**src/hw/rtl/gbpf_pkg.sv**
```systemverilog
// ----------------------------------------------------------------------------
// gbpf_pkg
// Widths shared by the gcd block and its checker.
// ----------------------------------------------------------------------------
package gbpf_pkg;

    localparam int OPERAND_WIDTH = 31;
    // Counter over the quotient bits of one serial division.
    localparam int CNT_W = $clog2(OPERAND_WIDTH);

endpackage

```
**src/hw/rtl/gcd_by_prime_factors.sv**
```systemverilog
// Operation: one serial division per trial divisor of operand_a plus one per factor found and a
//   final one; worst case (a prime near 2^31) about 23200 divisions. A zero operand skips the
//   factoring and all divisions.
// Flow: one beat at a time; no new pair is taken until the last result is in the output register.
// Reset: synchronous, active low; clears the sequencer, the divider bit count and the output
//   valid flag.
// ----------------------------------------------------------------------------
// gcd_by_prime_factors
// Greatest common divisor by trial-division factoring with a bit-serial divider.
// ----------------------------------------------------------------------------
module gcd_by_prime_factors
    import gbpf_pkg::*;
(
    input  logic                     i_clk,
    input  logic                     i_rst_n,
    input  logic                     i_in_valid,
    output logic                     o_in_ready,
    input  logic [OPERAND_WIDTH-1:0] i_operand_a,
    input  logic [OPERAND_WIDTH-1:0] i_operand_b,
    output logic                     o_out_valid,
    input  logic                     i_out_ready,
    output logic [OPERAND_WIDTH-1:0] o_gcd_value,
    output logic                     o_zero_operand
);

    localparam int W = OPERAND_WIDTH;

    // Sequencer codes.
    localparam logic [2:0] S_IDLE   = 3'd0;  // wait for an input beat
    localparam logic [2:0] S_CHECK  = 3'd1;  // pick the next division
    localparam logic [2:0] S_DIV_A  = 3'd2;  // v / d
    localparam logic [2:0] S_EVAL_A = 3'd3;  // act on v / d
    localparam logic [2:0] S_DIV_B  = 3'd4;  // b_rem / factor
    localparam logic [2:0] S_EVAL_B = 3'd5;  // act on b_rem / factor
    localparam logic [2:0] S_DIV_G  = 3'd6;  // b_orig / b_rem gives the gcd
    localparam logic [2:0] S_DONE   = 3'd7;  // hand the result to the output stage

    logic [2:0]       r_state, n_state;

    // Factoring state: v is what is left of a, d the trial divisor.
    // b_rem is b with every common factor removed, so b_orig / b_rem is the
    // product of the common prime factors.
    logic [W-1:0]     r_v, n_v;
    logic [W-1:0]     r_d, n_d;
    logic [W-1:0]     r_brem, n_brem;
    logic [W-1:0]     r_borig, n_borig;
    logic             r_last, n_last;     // leftover prime under test, then finish
    logic             r_zero, n_zero;

    // Bit-serial restoring divider: r_quo shifts the dividend out at the top
    // and the quotient in at the bottom, one bit per cycle.
    logic [W-1:0]     r_rem, n_rem;
    logic [W-1:0]     r_quo, n_quo;
    logic [W-1:0]     r_dsr, n_dsr;
    logic [CNT_W-1:0] r_cnt, n_cnt;

    // Output register.
    logic             r_out_valid, n_out_valid;
    logic [W-1:0]     r_out_gcd, n_out_gcd;
    logic             r_out_zero, n_out_zero;

    logic [W:0]       rem_sh;
    logic [W:0]       rem_diff;
    logic             take;
    logic             in_beat;

    assign o_in_ready     = (r_state == S_IDLE);
    assign in_beat        = i_in_valid && o_in_ready;
    assign o_out_valid    = r_out_valid;
    assign o_gcd_value    = r_out_gcd;
    assign o_zero_operand = r_out_zero;

    // One divider step: shift in the next dividend bit, subtract if it fits.
    assign rem_sh   = {r_rem, r_quo[W-1]};
    assign rem_diff = rem_sh - {1'b0, r_dsr};
    assign take     = (rem_sh >= {1'b0, r_dsr});

    always_comb begin
        n_state     = r_state;
        n_v         = r_v;
        n_d         = r_d;
        n_brem      = r_brem;
        n_borig     = r_borig;
        n_last      = r_last;
        n_zero      = r_zero;
        n_rem       = r_rem;
        n_quo       = r_quo;
        n_dsr       = r_dsr;
        n_cnt       = r_cnt;
        n_out_gcd   = r_out_gcd;
        n_out_zero  = r_out_zero;
        n_out_valid = r_out_valid && !i_out_ready;  // drop once the beat is taken

        case (r_state)
            S_IDLE: begin
                if (in_beat) begin
                    n_v     = i_operand_a;
                    n_brem  = i_operand_b;
                    n_borig = i_operand_b;
                    n_d     = W'(2);
                    n_last  = 1'b0;
                    if (i_operand_a == '0 || i_operand_b == '0) begin
                        // No factoring: report zero with the flag set.
                        n_zero  = 1'b1;
                        n_quo   = '0;
                        n_state = S_DONE;
                    end else begin
                        n_zero  = 1'b0;
                        n_state = S_CHECK;
                    end
                end
            end
            S_CHECK: begin
                n_rem = '0;
                n_cnt = '0;
                if (r_v == W'(1)) begin
                    // a fully factored: gcd = b_orig / b_rem.
                    n_quo   = r_borig;
                    n_dsr   = r_brem;
                    n_state = S_DIV_G;
                end else begin
                    n_quo   = r_v;
                    n_dsr   = r_d;
                    n_state = S_DIV_A;
                end
            end
            S_DIV_A, S_DIV_B, S_DIV_G: begin
                n_rem = take ? rem_diff[W-1:0] : rem_sh[W-1:0];
                n_quo = {r_quo[W-2:0], take};
                n_cnt = r_cnt + CNT_W'(1);
                if (r_cnt == CNT_W'(W - 1)) begin
                    n_cnt = '0;
                    case (r_state)
                        S_DIV_A: n_state = S_EVAL_A;
                        S_DIV_B: n_state = S_EVAL_B;
                        default: n_state = S_DONE;
                    endcase
                end
            end
            S_EVAL_A: begin
                n_rem = '0;
                if (r_rem == '0) begin
                    // d divides v: keep d as a factor, test it against b.
                    n_v     = r_quo;
                    n_quo   = r_brem;
                    n_dsr   = r_d;
                    n_state = S_DIV_B;
                end else if (r_d == W'(2)) begin
                    n_d     = W'(3);
                    n_state = S_CHECK;
                end else if (r_d > r_quo) begin
                    // d*d > v: what is left of v is prime.
                    n_quo   = r_brem;
                    n_dsr   = r_v;
                    n_last  = 1'b1;
                    n_state = S_DIV_B;
                end else begin
                    n_d     = r_d + W'(2);
                    n_state = S_CHECK;
                end
            end
            S_EVAL_B: begin
                if (r_rem == '0) begin
                    n_brem = r_quo;
                end
                if (r_last) begin
                    n_v = W'(1);
                end
                n_state = S_CHECK;
            end
            S_DONE: begin
                // Hold until the output stage is free.
                if (!r_out_valid || i_out_ready) begin
                    n_out_valid = 1'b1;
                    n_out_gcd   = r_quo;
                    n_out_zero  = r_zero;
                    n_state     = S_IDLE;
                end
            end
            default: begin
                n_state = S_IDLE;
            end
        endcase
    end

    always_ff @(posedge i_clk) begin
        if (!i_rst_n) begin
            r_state     <= S_IDLE;
            r_cnt       <= '0;
            r_out_valid <= 1'b0;
        end else begin
            r_state     <= n_state;
            r_cnt       <= n_cnt;
            r_out_valid <= n_out_valid;
        end
    end

    always_ff @(posedge i_clk) begin
        r_v        <= n_v;
        r_d        <= n_d;
        r_brem     <= n_brem;
        r_borig    <= n_borig;
        r_last     <= n_last;
        r_zero     <= n_zero;
        r_rem      <= n_rem;
        r_quo      <= n_quo;
        r_dsr      <= n_dsr;
        r_out_gcd  <= n_out_gcd;
        r_out_zero <= n_out_zero;
    end

endmodule

```
**config.mk**
```make
export PLATFORM = sky130hd
export DESIGN_NAME = gcd_by_prime_factors
export DESIGN_NICKNAME = d
export VERILOG_FILES = /design/src/hw/rtl/gbpf_pkg.sv /design/src/hw/rtl/gcd_by_prime_factors.sv
export SDC_FILE = /design/constraint.sdc
export NUM_CORES = 1
export LEC_CHECK = 0
export BUFFER_PORTS_ARGS = -buffer_cell sky130_fd_sc_hd__buf_2
export CAP_MARGIN = 25
export CORE_ASPECT_RATIO = 0.7
export CORE_UTILIZATION = 55
export CTS_CLUSTER_SIZE = 16
export DETAILED_ROUTE_END_ITERATION = 10
export GPL_TIMING_DRIVEN = 0
export PLACE_DENSITY = 0.78
export SLEW_MARGIN = 0
export SYNTH_ARGS = -nofsm -noshare
export SYNTH_HDL_FRONTEND = slang
export SYNTH_SLANG_ARGS = --single-unit
```
**constraint.sdc**
```tcl
create_clock -name i_clk -period 4.9 [get_ports i_clk]
set_input_delay 0.98 -clock i_clk [delete_from_list [all_inputs] [get_ports i_clk]]
set_output_delay 0.98 -clock i_clk [all_outputs]
set_load 0.01 [all_outputs]
```
==> summary.md <==
| Metric | Value |
|---|---|
| Outcome | `complete, no violations` |
| Routed wire length | `40400 um` |
| Clock Latency Late Sink | `540 ps` |
| Final hold vios | `0` |
| Vias | `11.4k` |
| Placement Setup Slack | `403 ps` |
| Setup bufs post-CTS | `0` |
| P&R area growth vs syn | `13.6%` |
| Endpoint class of the critical path | `flip-flop` |
| Die height | `135 um` |
| DIE WIDTH | `191 um` |
| Hold Crit Depth | `0` |
| Congestion Overflow GR | `0` |
| Drt first pass iters | `8` |
| CTS tree | `done` |
| Most common cell after layout, fill and taps aside | `edfxtp_1` |
| Vias in the first global route | `10.9k` |
| Origin of the worst min-delay path | `r_zero$_DFFE_PP_` |
| Final nets | `1521` |
| IO Pins | `100` |
| Total power draw | `11.7 mW` |
| Leakage Power | `5.94 nW` |
| Synth Register Bits | `260` |
| Largest net degree at the start of global routing | `33` |
| Reg-to-reg endpoint | `r_quo[4]$_DFFE_PP_` |
| Register-to-Register Setup Slack | `90 ps` |
| Avg Cell Area, Syn | `11.0 sq um` |
| DR vias/cell | `6.55` |
| # Max-Cap Violations | `0` |
| First-pass GRT wire length | `61200 um` |
| Sink Count | `260` |
| Wire per inst | `23.3 um` |
| Net count after synthesis | `1389` |
| Fin crit period | `4810 ps` |
| Detailed Route Iter0 Violations | `1400` |
| Num CTS Buffers | `24` |
| Critical Path Fanout Max | `16` |
| # DRC | `0` |
| Final Instance Area | `15700 sq um` |
| Synth async-reset ratio | `0%` |
| R2R depth | `9` |
| Actual slew at the worst max-slew pin | `1130 ps` |
| Sequential fraction of the synthesis area | `55.8%` |
| Pwr Density | `742 nW/um^2` |
| Initial Utilization | `56.0%` |
| Fillers | `1886` |
| DP Wirelength | `29200 um` |
| Predominant post-synthesis flop cell | `edfxtp_1` |
| Startpoint Class | `flip-flop` |
| Reg2Reg Launch Point | `r_quo[30]$_DFFE_PP_` |
| Netlist cell types | `68` |
| Final worst-path cycle share | `98.1%` |
| RePlAce Congestion | `0.933` |
| Placed cell area | `14900 sq um` |
| Worst vdd ir | `0.474 mV` |
| Ant diodes | `0` |
| Mapped Area | `13800 sq um` |
| # hold bufs at CTS | `0` |
| Hold_ws | `446 ps` |
| Setup total negative slack | `0 ps` |
| Setup ws final | `91.2 ps` |
| Post-CTS Resized | `0` |
| Crit path kind | `flip-flop to flip-flop` |
| Die area | `25800 sq um` |
| Synth Warn # | `0` |
| Rows | `48` |
| CP Data Required Time | `5130 ps` |
| Setup violators final | `0` |
| H-tree depth | `1` |
| Worst slew margin relative to its limit | `24.8%` |
| Crit path DAT | `5040 ps` |
| Commonest cells after routing, fill and taps aside | `251 x edfxtp_1, 130 x nor2_1, 103 x a21oi_1` |
| EDFF count, synth | `251` |
| Max Root-Sink Buffers | `3` |
| Hold Crit Class | `flip-flop to flip-flop` |
| Fraction of layout cells with a size suffix above 1 | `14.0%` |
| Slew Viols, Final | `0` |
| Port Buffers | `99` |
| Clock transition at the registers of the reported paths | `70 ps` |
| Initial antenna violation count | `1` |
| Maximum clock frequency | `208 MHz` |
| Detail Route Antenna Nets | `0` |
| Min-Delay Endpoint | `o_zero_operand$_DFFE_PP_` |
| Cells after Synth | `1257` |
| Core Box Area | `24700 sq um` |
| Setup Skew | `18.5 ps` |
| RSZ-0062 raised after global routing | `no` |
| Total Routing Usage GR | `31.5%` |
| Clock Tree Root | `clkbuf_16` |
[state kept, by name, summed over array words and instances (netlist names), 3 cells and up]
signal	count
r_rem	31
r_brem	31
r_d	31
r_state	3
r_quo	31
r_dsr	31
r_cnt	5
r_v	31
r_borig	31
o_gcd_value	31
[worst max-delay path, cell delays in order, from the launching register on]
cell	delay [ps]
edfxtp_1	550
inv_1	190
ha_1	330
nand4_1	130
nor4_1	640
o21ai_0	220
a221oi_1	980
nor2_1	320
a221oi_4	840
buf_8	290
[synthesized netlist by cell type (20+ instances only)]
library cell  instances  area share [%]
inv_1                79             2.1
a22oi_1              31             1.7
nand2_1              88             2.4
ha_1                 65             5.9
nor2_1              131             3.6
clkbuf_1             40             1.1
mux2_2               31             2.5
a21oi_1             104             3.8
xor2_1               31             2.0
nand3_1              21            0.76
nor3_1               20            0.72
o22ai_1              37             1.7
o21ai_0              73             2.6
edfxtp_1            251              55
nor4_1               36             1.6
a22o_1               30             1.9
nand4_1              26             1.2
a21o_1               22             1.2
[cell type report]
cell class	count	area, sq um	area share, %
inverter	79	297	1.89
timing repair buffer	106	611	3.89
tap	325	407	2.59
buffer	52	234	1.49
clock buffer	37	712	4.53
clock inverter	7	93.8	0.597
sequential	260	7720	49.1
multi-input combinational	866	5640	35.9
[stage by stage]
step / std cells / util (%)
6_report: 1732 / 63.7
5_1_grt: 1732 / 63.7
4_1_cts: 1732 / 63.7
3_5_place_dp: 1688 / 60.4
3_3_place_gp: 1681 / 59.7
2_1_floorplan: 1257 / -
[layer usage]
metal / wire length (um) / GRT usage (%) / vias up
met5: 0 / 0 / -
met4: 983 / 8.69 / 0
met3: 5580 / 8.91 / 93
met2: 17200 / 45.8 / 815
met1: 16600 / 46.2 / 5425
li1: - / - / 5020
[worst max-delay path by stage]
stage	start	endpoint	slack, ps
2_1_floorplan	r_d[29]$_SDFFCE_PP0P_	r_quo[0]$_DFFE_PP_	230
3_3_place_gp	r_quo[30]$_DFFE_PP_	r_quo[3]$_DFFE_PP_	-2430
3_5_place_dp	r_quo[30]$_DFFE_PP_	r_quo[8]$_DFFE_PP_	400
4_1_cts	r_quo[30]$_DFFE_PP_	r_quo[7]$_DFFE_PP_	370
5_1_grt	r_quo[30]$_DFFE_PP_	r_quo[30]$_DFFE_PP_	50
6_report	r_quo[30]$_DFFE_PP_	r_quo[4]$_DFFE_PP_	90
[report_power, final]
group          leakage [nW]  internal [mW]  switching (mW)  total, mW
registers              2.47           3.72           0.763       4.48
clock network         0.382           1.11           0.854       1.97
logic                  3.08           1.92            3.30       5.22
total                  5.94           6.74            4.92       11.7
[logic make-up (layout without fill, tap and decap cells)]
kind of cell / Yosys count / after routing / synth area share (%)
AO/OA/AOI/OAI: 352 / 352 / 16.2
XOR/XNOR: 48 / 48 / 3.04
adder cells (fa/ha/maj): 66 / 66 / 6.03
buffers and inverters: 131 / 281 / 3.84
flip-flops: 260 / 260 / 55.8
multiplexers: 31 / 31 / 2.53
AND/OR/NAND/NOR: 369 / 369 / 12.5
Power figures use the tool's default switching activity.
